`src/hdl/assert_macros.svh`:
```
// ----------------------------------------------------------------------------
// assert_macros.svh
// Assertion macros shared by the RTL; define ASSERT_OFF to drop them.
// ----------------------------------------------------------------------------
`ifndef ASSERT_MACROS_SVH
`define ASSERT_MACROS_SVH

`ifndef ASSERT_OFF
// checked only outside reset
`define ASSERT_CLK(lbl, clk, rst, prop, msg) \
  lbl: assert property (@(posedge clk) disable iff (rst) prop) else $error(msg);
// checked at every edge, reset included
`define ASSERT_ALWAYS(lbl, clk, prop, msg) \
  lbl: assert property (@(posedge clk) prop) else $error(msg);
`else
`define ASSERT_CLK(lbl, clk, rst, prop, msg)
`define ASSERT_ALWAYS(lbl, clk, prop, msg)
`endif

`endif

```
`src/hdl/sbap_pkg.sv`:
```
// ----------------------------------------------------------------------------
// sbap_pkg
// Types, constants and the armour decode for the six-bit packer.
// ----------------------------------------------------------------------------
package sbap_pkg;

  localparam int unsigned SYM_BITS    = 6;
  localparam int unsigned BYTE_BITS   = 8;
  localparam int unsigned BITS_W      = 12;
  localparam int unsigned QUEUE_DEPTH = 4;
  localparam int unsigned MAX_FILL    = 5;

  typedef struct packed {
    logic [7:0]  data_byte;
    logic        byte_last;
    logic [11:0] payload_bits;
  } res_t;

  // bytes produced by one character: zero, one or two
  typedef struct packed {
    logic [1:0] num;
    res_t       r0;
    res_t       r1;
  } push_t;

  // 48..87 -> c-48, 96..119 -> c-56, everything else 0
  function automatic logic [5:0] armour_value(input logic [7:0] c);
    logic [7:0] d;
    d = 8'd0;
    if (c >= 8'd48 && c <= 8'd87) begin
      d = c - 8'd48;
    end else if (c >= 8'd96 && c <= 8'd119) begin
      d = c - 8'd56;
    end
    return d[5:0];
  endfunction

endpackage

```
`src/hdl/sbap_packer.sv`:
```
// ----------------------------------------------------------------------------
// sbap_packer
// Decodes one registered character, packs its six bits into bytes and keeps
// the pending bits and the character count of the current payload.
// ----------------------------------------------------------------------------
`include "assert_macros.svh"

module sbap_packer #(
  parameter int unsigned MAX_CHARS = 512
) (
  input  logic            clk,
  input  logic            rst,
  input  logic            fire,
  input  logic [7:0]      char_code,
  input  logic [2:0]      fill_bits,
  input  logic            is_last,
  output sbap_pkg::push_t push
);
  import sbap_pkg::*;

  localparam int unsigned CW = $clog2(MAX_CHARS + 1);
  localparam int unsigned TW = (CW + 3 > BITS_W) ? CW + 3 : BITS_W;

  logic [5:0]    pending_bits, pending_bits_next;
  logic [2:0]    pending_count, pending_count_next;
  logic [CW-1:0] char_count, char_count_next;

  logic [5:0]    sym;
  logic [11:0]   acc, acc_rem;
  logic [3:0]    n_full;
  logic [2:0]    n_left;
  logic          emit_full;
  logic [7:0]    byte_full, byte_flush;
  logic [CW-1:0] cnt_inc;
  logic [2:0]    fill_c;
  logic [TW-1:0] total;
  logic [11:0]   total_sat;

  always_comb begin
    sym       = armour_value(char_code);
    acc       = {pending_bits, sym};
    n_full    = {1'b0, pending_count} + 4'(SYM_BITS);
    emit_full = n_full >= 4'(BYTE_BITS);
    n_left    = emit_full ? 3'(n_full - 4'(BYTE_BITS)) : n_full[2:0];
    byte_full = 8'(acc >> n_left);
    acc_rem   = acc & ((12'd1 << n_left) - 12'd1);
    // leftover bits go to the top of the flush byte, zero padded below
    byte_flush = 8'(acc_rem << (4'(BYTE_BITS) - {1'b0, n_left}));

    cnt_inc = (char_count < CW'(MAX_CHARS)) ? char_count + 1'b1 : char_count;
    fill_c  = (fill_bits > 3'(MAX_FILL)) ? 3'(MAX_FILL) : fill_bits;
    total   = (TW'(cnt_inc) << 2) + (TW'(cnt_inc) << 1) - TW'(fill_c);
    total_sat = (total > TW'({BITS_W{1'b1}})) ? {BITS_W{1'b1}} : total[11:0];

    push = '0;
    if (emit_full) begin
      push.num          = 2'd1;
      push.r0.data_byte = byte_full;
      if (is_last) begin
        if (n_left != 3'd0) begin
          push.num             = 2'd2;
          push.r1.data_byte    = byte_flush;
          push.r1.byte_last    = 1'b1;
          push.r1.payload_bits = total_sat;
        end else begin
          push.r0.byte_last    = 1'b1;
          push.r0.payload_bits = total_sat;
        end
      end
    end else if (is_last) begin
      push.num             = 2'd1;
      push.r0.data_byte    = byte_flush;
      push.r0.byte_last    = 1'b1;
      push.r0.payload_bits = total_sat;
    end
    if (!fire) begin
      push.num = 2'd0;
    end

    pending_bits_next  = pending_bits;
    pending_count_next = pending_count;
    char_count_next    = char_count;
    if (fire) begin
      if (is_last) begin
        pending_bits_next  = '0;
        pending_count_next = '0;
        char_count_next    = '0;
      end else begin
        pending_bits_next  = acc_rem[5:0];
        pending_count_next = n_left;
        char_count_next    = cnt_inc;
      end
    end
  end

  always_ff @(posedge clk) begin
    if (rst) begin
      pending_bits  <= '0;
      pending_count <= '0;
      char_count    <= '0;
    end else begin
      pending_bits  <= pending_bits_next;
      pending_count <= pending_count_next;
      char_count    <= char_count_next;
    end
  end

  `ASSERT_CLK(a_pend_even, clk, rst,
              pending_count[0] == 1'b0 && pending_count != 3'd7, "odd pending count")
  `ASSERT_CLK(a_last_clears, clk, rst,
              (fire && is_last) |=> (pending_count == 3'd0 && char_count == '0),
              "state not cleared after last")
  `ASSERT_CLK(a_last_emits, clk, rst,
              (fire && is_last) |-> (push.num != 2'd0), "last character gave no byte")
  `ASSERT_CLK(a_cnt_bound, clk, rst, char_count <= CW'(MAX_CHARS), "char count past bound")

endmodule

```
`src/hdl/sbap_out_queue.sv`:
```
// ----------------------------------------------------------------------------
// sbap_out_queue
// Small result queue: takes up to two words per cycle, hands out one unless stalled.
// ----------------------------------------------------------------------------
`include "assert_macros.svh"

module sbap_out_queue (
  input  logic            clk,
  input  logic            rst,
  input  sbap_pkg::push_t push,
  output logic            room,
  output logic            out_valid,
  input  logic            out_stall,
  output sbap_pkg::res_t  head
);
  import sbap_pkg::*;

  localparam int unsigned PW = $clog2(QUEUE_DEPTH);
  localparam int unsigned NW = $clog2(QUEUE_DEPTH + 1);

  res_t          mem [QUEUE_DEPTH];
  logic [PW-1:0] wr_ptr, rd_ptr;
  logic [NW-1:0] count, count_next;
  logic          pop;

  assign room      = count <= NW'(QUEUE_DEPTH - 2);
  assign out_valid = count != '0;
  assign head      = mem[rd_ptr];
  assign pop       = out_valid && !out_stall;

  always_comb begin
    count_next = count + NW'(push.num) - NW'(pop);
  end

  always_ff @(posedge clk) begin
    if (rst) begin
      wr_ptr <= '0;
      rd_ptr <= '0;
      count  <= '0;
    end else begin
      wr_ptr <= wr_ptr + PW'(push.num);
      rd_ptr <= rd_ptr + PW'(pop);
      count  <= count_next;
    end
  end

  always_ff @(posedge clk) begin
    if (push.num != 2'd0) begin
      mem[wr_ptr] <= push.r0;
    end
    if (push.num == 2'd2) begin
      mem[PW'(wr_ptr + 1'b1)] <= push.r1;
    end
  end

  `ASSERT_CLK(a_cnt_max, clk, rst, count <= NW'(QUEUE_DEPTH), "queue count overflow")
  `ASSERT_CLK(a_push_room, clk, rst, (push.num != 2'd0) |-> room, "push without room")
  `ASSERT_CLK(a_cnt_step, clk, rst,
              (push.num == 2'd0 && !pop) |=> $stable(count), "count moved while idle")

endmodule

```
`src/hdl/six_bit_armour_bit_packer.sv`:
```
// ----------------------------------------------------------------------------
// six_bit_armour_bit_packer
// Six-bit armour decoder and MSB-first byte packer.
// ----------------------------------------------------------------------------
// One armoured character is taken per cycle into an input register while
// in_stall is low; it is then decoded, packed and its bytes (none, one or two)
// are written to a four-word result queue once it has room, one word leaving
// per cycle while out_stall is low. A character that makes one byte or none
// sustains one character per cycle while the output does not stall; the last
// character of a payload may make two words, so the output port, one word per
// cycle, sets the rate then. The final word carries byte_last and the payload
// bit count, characters * 6 minus fill bits, with the character count saturating at MAX_CHARS.
module six_bit_armour_bit_packer #(
  parameter int unsigned MAX_CHARS = 512
) (
  input  logic        clk,
  input  logic        rst,
  input  logic        in_valid,
  output logic        in_stall,
  input  logic [7:0]  char_code,
  input  logic [2:0]  fill_bits,
  input  logic        is_last,
  output logic        out_valid,
  input  logic        out_stall,
  output logic [7:0]  data_byte,
  output logic        byte_last,
  output logic [11:0] payload_bits
);
  import sbap_pkg::*;

  logic       in_q_valid;
  logic [7:0] char_q;
  logic [2:0] fill_q;
  logic       last_q;
  logic       room, fire;
  push_t      push;
  res_t       head;

  assign fire     = in_q_valid && room;
  assign in_stall = in_q_valid && !room;

  always_ff @(posedge clk) begin
    if (rst) begin
      in_q_valid <= 1'b0;
    end else if (!in_stall) begin
      in_q_valid <= in_valid;
    end
  end

  always_ff @(posedge clk) begin
    if (!in_stall && in_valid) begin
      char_q <= char_code;
      fill_q <= fill_bits;
      last_q <= is_last;
    end
  end

  sbap_packer #(
    .MAX_CHARS(MAX_CHARS)
  ) u_packer (
    .clk       (clk),
    .rst       (rst),
    .fire      (fire),
    .char_code (char_q),
    .fill_bits (fill_q),
    .is_last   (last_q),
    .push      (push)
  );

  sbap_out_queue u_queue (
    .clk       (clk),
    .rst       (rst),
    .push      (push),
    .room      (room),
    .out_valid (out_valid),
    .out_stall (out_stall),
    .head      (head)
  );

  assign data_byte    = head.data_byte;
  assign byte_last    = head.byte_last;
  assign payload_bits = head.payload_bits;

endmodule

```
`config.mk`:
```
export PLATFORM = sky130hd
export DESIGN_NAME = six_bit_armour_bit_packer
export DESIGN_NICKNAME = d
export VERILOG_FILES = /design/src/hdl/sbap_pkg.sv /design/src/hdl/sbap_packer.sv /design/src/hdl/sbap_out_queue.sv /design/src/hdl/six_bit_armour_bit_packer.sv
export VERILOG_INCLUDE_DIRS = /design/src /design/src/hdl
export SDC_FILE = /design/constraint.sdc
export NUM_CORES = 1
export LEC_CHECK = 0
export BUFFER_PORTS_ARGS = -buffer_cell sky130_fd_sc_hd__buf_2
export CAP_MARGIN = 10
export CORE_MARGIN = 2
export CORE_UTILIZATION = 56
export CTS_BUF_LIST = sky130_fd_sc_hd__clkbuf_16
export CTS_CLUSTER_SIZE = 10
export DETAILED_ROUTE_END_ITERATION = 8
export PLACE_DENSITY = 0.74
export SLEW_MARGIN = 20
export SYNTH_ARGS = -nofsm -noshare
export SYNTH_HDL_FRONTEND = slang
export SYNTH_SLANG_ARGS = --single-unit
```
`constraint.sdc`:
```
create_clock -name clk -period 6.6 [get_ports clk]
set_input_delay 1.32 -clock clk [delete_from_list [all_inputs] [get_ports clk]]
set_output_delay 1.32 -clock clk [all_outputs]
set_load 0.02 [all_outputs]
```
# ---- Word-level counts from Yosys, hierarchy flattened
# Memories as Yosys holds them, arrays and structs flattened. A register that Yosys moved wholly into a read port is not among the register bits.
# Cells that the tools add are included.
dict set report totals {
  regBits 39
  ramBits 84
  output_inout_bits 23
  wordCells 74
  mem_count 1
}
# memory words word_bits read_ports rd_clocked_by_memory_dff write_ports line_no
set memory_table {}
lappend memory_table {u_queue.mem 4 21 1 1 2 sbap_out_queue.sv:21} ;# res_t mem [QUEUE_DEPTH];
dict set report classes {
  addsub 14
  n_lt_le_gt_ge 9
  n_eq_ne 1
  n_shift 3
  mux 23
  bitwise_logic 1
  n_reduce_logical 12
}
# cell n
set ops {}
lappend ops {{21-bit 2-to-1 mux} 2}
lappend ops {{34-bit 2-to-1 mux} 1}
lappend ops {{23-bit 2-to-1 mux} 1}
lappend ops {{22-bit 2-to-1 mux} 1}
lappend ops {{10-bit 2-to-1 mux} 2}
lappend ops {{6-bit 2-to-1 mux} 3}
lappend ops {{8-bit by 7-bit less-or-equal comparator with 1-bit output (second input constant)} 2}
lappend ops {{12-bit by 11-bit adder with 13-bit output} 1}
lappend ops {{13-bit by 12-bit > comparator with 1-bit output (second input constant)} 1}
lappend ops {{13-bit 2-to-1 mux} 1}
lappend ops {{13-bit by 3-bit subtractor with 13-bit output} 1}
lappend ops {{12-bit bitwise AND} 1}
lappend ops {{12-bit 2-to-1 mux} 1}
lappend ops {{1-bit by 3-bit left shift with 12-bit output (first input constant)} 1}
lappend ops {{12-bit by 4-bit left shift with 8-bit output} 1}
lappend ops {{12-bit by 3-bit right shift with 8-bit output} 1}
lappend ops {{12-bit by 1-bit subtractor with 12-bit output (second input constant)} 1}
lappend ops {{6-bit subtractor (second input constant)} 2}
lappend ops {{10-bit by 1-bit adder with 10-bit output (second input constant)} 1}
lappend ops {{10-bit < comparator (second input constant)} 1}
lappend ops {{3-bit 2-to-1 mux} 3}
lappend ops {{8-bit by 6-bit greater-or-equal comparator with 1-bit output (second input constant)} 1}
lappend ops {{8-bit by 7-bit greater-or-equal comparator with 1-bit output (second input constant)} 1}
lappend ops {{2-bit 2-to-1 mux} 4}
lappend ops {{other kinds (17)} 28}

# ---- Depth between registers and ports, before layout
dict set report depth {
  ltp_word 14
  mapped_depth 17
  mapped_depth_nobuf 15
}

# ---- Cells and area by module
# From an unflattened synthesis, not the netlist that was laid out.
dict set report hier_totals {
  hier_cells 639
  area_unflattened_um2 7623.6
}
# module n_inst cells_each area_per_inst_um2
set by_module_without_submodules {}
lappend by_module_without_submodules {sbap_out_queue 1 251 4571.9}
lappend by_module_without_submodules {sbap_packer 1 371 2635.0}
lappend by_module_without_submodules {six_bit_armour_bit_packer 1 17 416.6}

# ---- Worst setup path after synthesis
# OpenSTA, ideal clock, no wires.
dict set report synth_path {
  path_kind {register to register}
  start {register u_packer.char_count[0]}
  end {memory u_queue.mem[0][0] in the netlist's numbering, data pin}
  setup_time_ps 271
  arrival_ps 3454
  required_ps 6329
  slack_ps 2876
  stages_incl_launch_ff 17
  cell_sequence {dfxtp_1 > ha_1 > nor2b_1 > and3_1 > clkbuf_1 > nand3_1 > xnor2_1 > inv_1 > ha_1 > fa_1 > nor4bb_1 > nand2_1 > or3_1 > buf_2 > nand3_2 > buf_2 > a21oi_1}
}
# element line_no
set synth_lines {}
lappend synth_lines {{from (decl)} sbap_packer.sv:26} ;# logic [CW-1:0] char_count, char_count_next;
lappend synth_lines {{from (signal assigned)} sbap_packer.sv:104} ;# char_count <= char_count_next;
lappend synth_lines {{to (decl)} sbap_out_queue.sv:21}

==> metrics.txt <==
Slew @ Worst Pin=around 1100 ps; post-CTS sizing=0; R2R setup slack=2260 ps; Syn Nets=between 600 and 700; global-route wire length before repair=25000 µm; Crit Reg-Reg Startpoint=u_packer.char_count[0]; number of global-route vias before repair=4876; register share of total power=between 30% and 40%; power share of the clock group=between 30% and 40%; fill count=925; gr usage total=24.6%; I/O Pins=39; final hold slack=roughly 470 ps; internal power=1.81 mW; routed wire length=approximately 15000 µm; FF-to-FF path depth=13; Synth area leader=edfxtp_1; Switch Pwr=0.846 mW; PD cells=approximately 340 nW/µm²; CTS Buffer Depth=2; Skew-Pair Late Insertion Delay=between 400 and 500 ps; grt total ovfl=0; TritonCTS Sinks=around 120; dpl hpwl=between 10000 and 15000 µm; Largest stage delay, worst path=about 540 ps; Post-Route Utilization=about two thirds; n_diodes=0; Area growth, synth to finish=13.0%; relative slew slack=24.7%; Critical Path Start Type=register; Reg area=around 3400 µm²; Fin. Hold Viols=0; total number of vias=roughly 5k; worst min-delay path category=register to register; Final Max Slew Viols=0; drc violations=0; Max FO, Critical Path=24; GP Congestion=~0.91; Unique masters post-synth=71; fraction of registers with async set/reset=0%; DR pass1 iterations=5; Worst VDD drop=between 150 and 200 µV; Setup TNS=0 ps; Synth top cells by count=edfxtp_1 (96), nor2_1 (73), a21oi_1 (49), inv_1 (43), ha_1 (35); Final Worst Setup Slack=around 2300 ps; Synth area leaders=edfxtp_1 (42%), dfxtp_1 (7.5%), mux4_2 (6.8%); worst setup path end=u_queue.mem[3][8]; Setup Fix Bufs, Post-CTS=0; Starting Density=a little under three fifths; H-tree Lvls=4; Post-Syn Area per Cell=approximately 11 µm²; largest net degree at the start of global routing=32; Die Ht=115 µm; most common cell in the netlist=edfxtp_1; core area=12100 µm²; min Tclk post-route=4340 ps; die width=between 100 and 150 µm; worst-path cell chain=ha_1, nor2b_1, and3_1, nand3_1, xnor2_1, inv_1, ha_1, fa_1, nor4bb_1, o211ai_1, o21ai_1, nand3_2, a21oi_1; clock slew at reported path FFs=60 ps; Yosys reg bits=~120; Worst setup EP type=register; Worst Skew=roughly 6.9 ps; # setup viols final=0; Site Rows=40; CTS root buffer=clkbuf_16; WS Path Type=register to register; Synth Flop Type=edfxtp_1; post-DR wirelength/cell=between 15 and 20 µm; Max-Cap Viols=0; Synth Instances=around 630; initial antenna violation count=0; critical path startpoint=u_packer.char_count[0]; dpl ws=2320 ps; port bufs=38; register area share after synthesis=approximately half; ratio of cells with drive above 1 in the final layout=between 10% and 20%; Worst R2R End=u_queue.mem[3][8]; Switching Fraction=between 30% and 40%; Yosys top cell area share=between 40% and 50%; CP arrival=approximately 4600 ps; Tcrit/Tclk final=~66%; CTS tree=built; area of the multi-input gates=approximately 3200 µm²; Die ar.=between 10000 and 15000 µm²; Iteration-0 DRC Markers=617; CTS buffer count=17; outcome=finished, final reports clean; Yosys warnings=0; slowest CP cell=fa_1; Fmax achieved=~230 MHz; drt via density=roughly 6; # hold bufs at CTS=0; Critical Path Most Common Cell=ha_1; Final #Nets=just over 700; RSZ-0062 raised after global routing=false; combinational cell fraction of total power=between 30% and 40%; Worst Path Required=6850 ps; post-route antenna net violation count=0; Leakage Power=between 2 and 3 nW; Post-Syn Area=between 6000 and 7000 µm²; Post-synth EDFFs=96
sequential cells by signal, indices dropped and copies added, names as in the netlist, 2 cells and up:
name	cells
char_q	8
fill_q	3
u_packer.char_count	10
u_packer.pending_bits	6
u_packer.pending_count	2
u_queue.count	3
u_queue.mem	84
u_queue.rd_ptr	2
u_queue.wr_ptr	2
kinds of logic (layout without fill, tap and decap cells):
family                     count (synthesis)  in the layout  share of synthesized area (%)
buffers and inverters                     80            121                           4.46
DFF                                      122            122                           49.1
AOI/OAI and AO/OA                        142            142                           13.9
and+or+nand+nor                          187            187                           13.5
adders and majority gates                 39             39                           7.47
muxes                                     32             32                           8.46
xor gates and xnor gates                  25             25                           3.16
cell usage in the layout, fill, tap and decap left out, drive strengths merged, types with 4 or more instances in the layout:
cell type | Yosys | layout
a2111oi | 4 | 4
a211oi | 4 | 4
a21oi | 49 | 49
a22o | 4 | 4
a22oi | 6 | 6
a31oi | 13 | 13
and3 | 8 | 8
buf | 13 | 45
clkbuf | 23 | 17
clkinv | 0 | 4
dfxtp | 26 | 26
edfxtp | 96 | 96
fa | 4 | 4
ha | 35 | 35
inv | 44 | 49
mux2i | 8 | 8
mux4 | 21 | 21
nand2 | 31 | 31
nand2b | 7 | 7
nand3 | 11 | 11
nor2 | 73 | 73
nor2b | 12 | 12
nor3 | 13 | 13
nor3b | 4 | 4
o211ai | 4 | 4
o21ai | 6 | 6
o22ai | 23 | 23
or3 | 8 | 8
xnor2 | 19 | 19
xor2 | 6 | 6
how the worst min path moves through the flow:
stage | from | endpoint | cells after the start
finish | u_packer.pending_bits[2] | u_packer.pending_bits[2] | 2
global route | u_packer.pending_bits[2] | u_packer.pending_bits[2] | 2
CTS | u_packer.pending_bits[2] | u_packer.pending_bits[2] | 2
detailed placement | u_packer.pending_bits[2] | u_packer.pending_bits[2] | 2
global placement | u_packer.pending_bits[2] | u_packer.pending_bits[2] | 2
floorplan | u_packer.pending_bits[2] | u_packer.pending_bits[2] | 2
final cells by class:
class	instances	share of cell area, %
multi-input combinational	425	41.3
sequential	122	43.5
tap	168	2.68
inverter	44	2.11
clock inverter	15	1.88
timing repair buffer	45	3.10
clock buffer	17	5.43
routing by layer:
layer	global-route usage, %	vias to the layer above	share of wire [%]
met1	35.5	2450	45
met5	0	-	0
met3	4.53	30	6.8
li1	-	2413	-
met2	37.5	215	46
met4	9.00	0	2.0
through the flow:
stage / power (mW) / instance area (µm²) / cells
final: 2.65 / 7840 / 836
after global routing: 2.79 / 7840 / 836
after CTS: 2.66 / 7830 / 836
after detailed placement: 1.76 / 7260 / 804
after global placement: 1.74 / 7260 / 804
after floorplan: 1.57 / 6930 / 627
critical path, delay by kind of cell, from the launching register on:
| family | cells | cell delay (ps) |
|---|---|---|
| AND/OR/NAND/NOR | 5 | 1570 |
| adder cells (fa/ha/maj) | 3 | 940 |
| AO/OA/AOI/OAI | 3 | 870 |
| flip-flops | 1 | 410 |
| XOR/XNOR | 1 | 260 |
| buffers and inverters | 1 | 120 |
power groups by stage:
| stage | Clock, mW | Combinational, mW | Sequential, mW |
|---|---|---|---|
| 2_1_floorplan | 0 | 0.622 | 0.946 |
| 3_3_place_gp | 0 | 0.772 | 0.967 |
| 3_5_place_dp | 0 | 0.793 | 0.970 |
| 4_1_cts | 0.909 | 0.799 | 0.955 |
| 5_1_grt | 0.943 | 0.888 | 0.961 |
| 6_report | 0.901 | 0.799 | 0.955 |
Power figures use the tool's default switching activity.
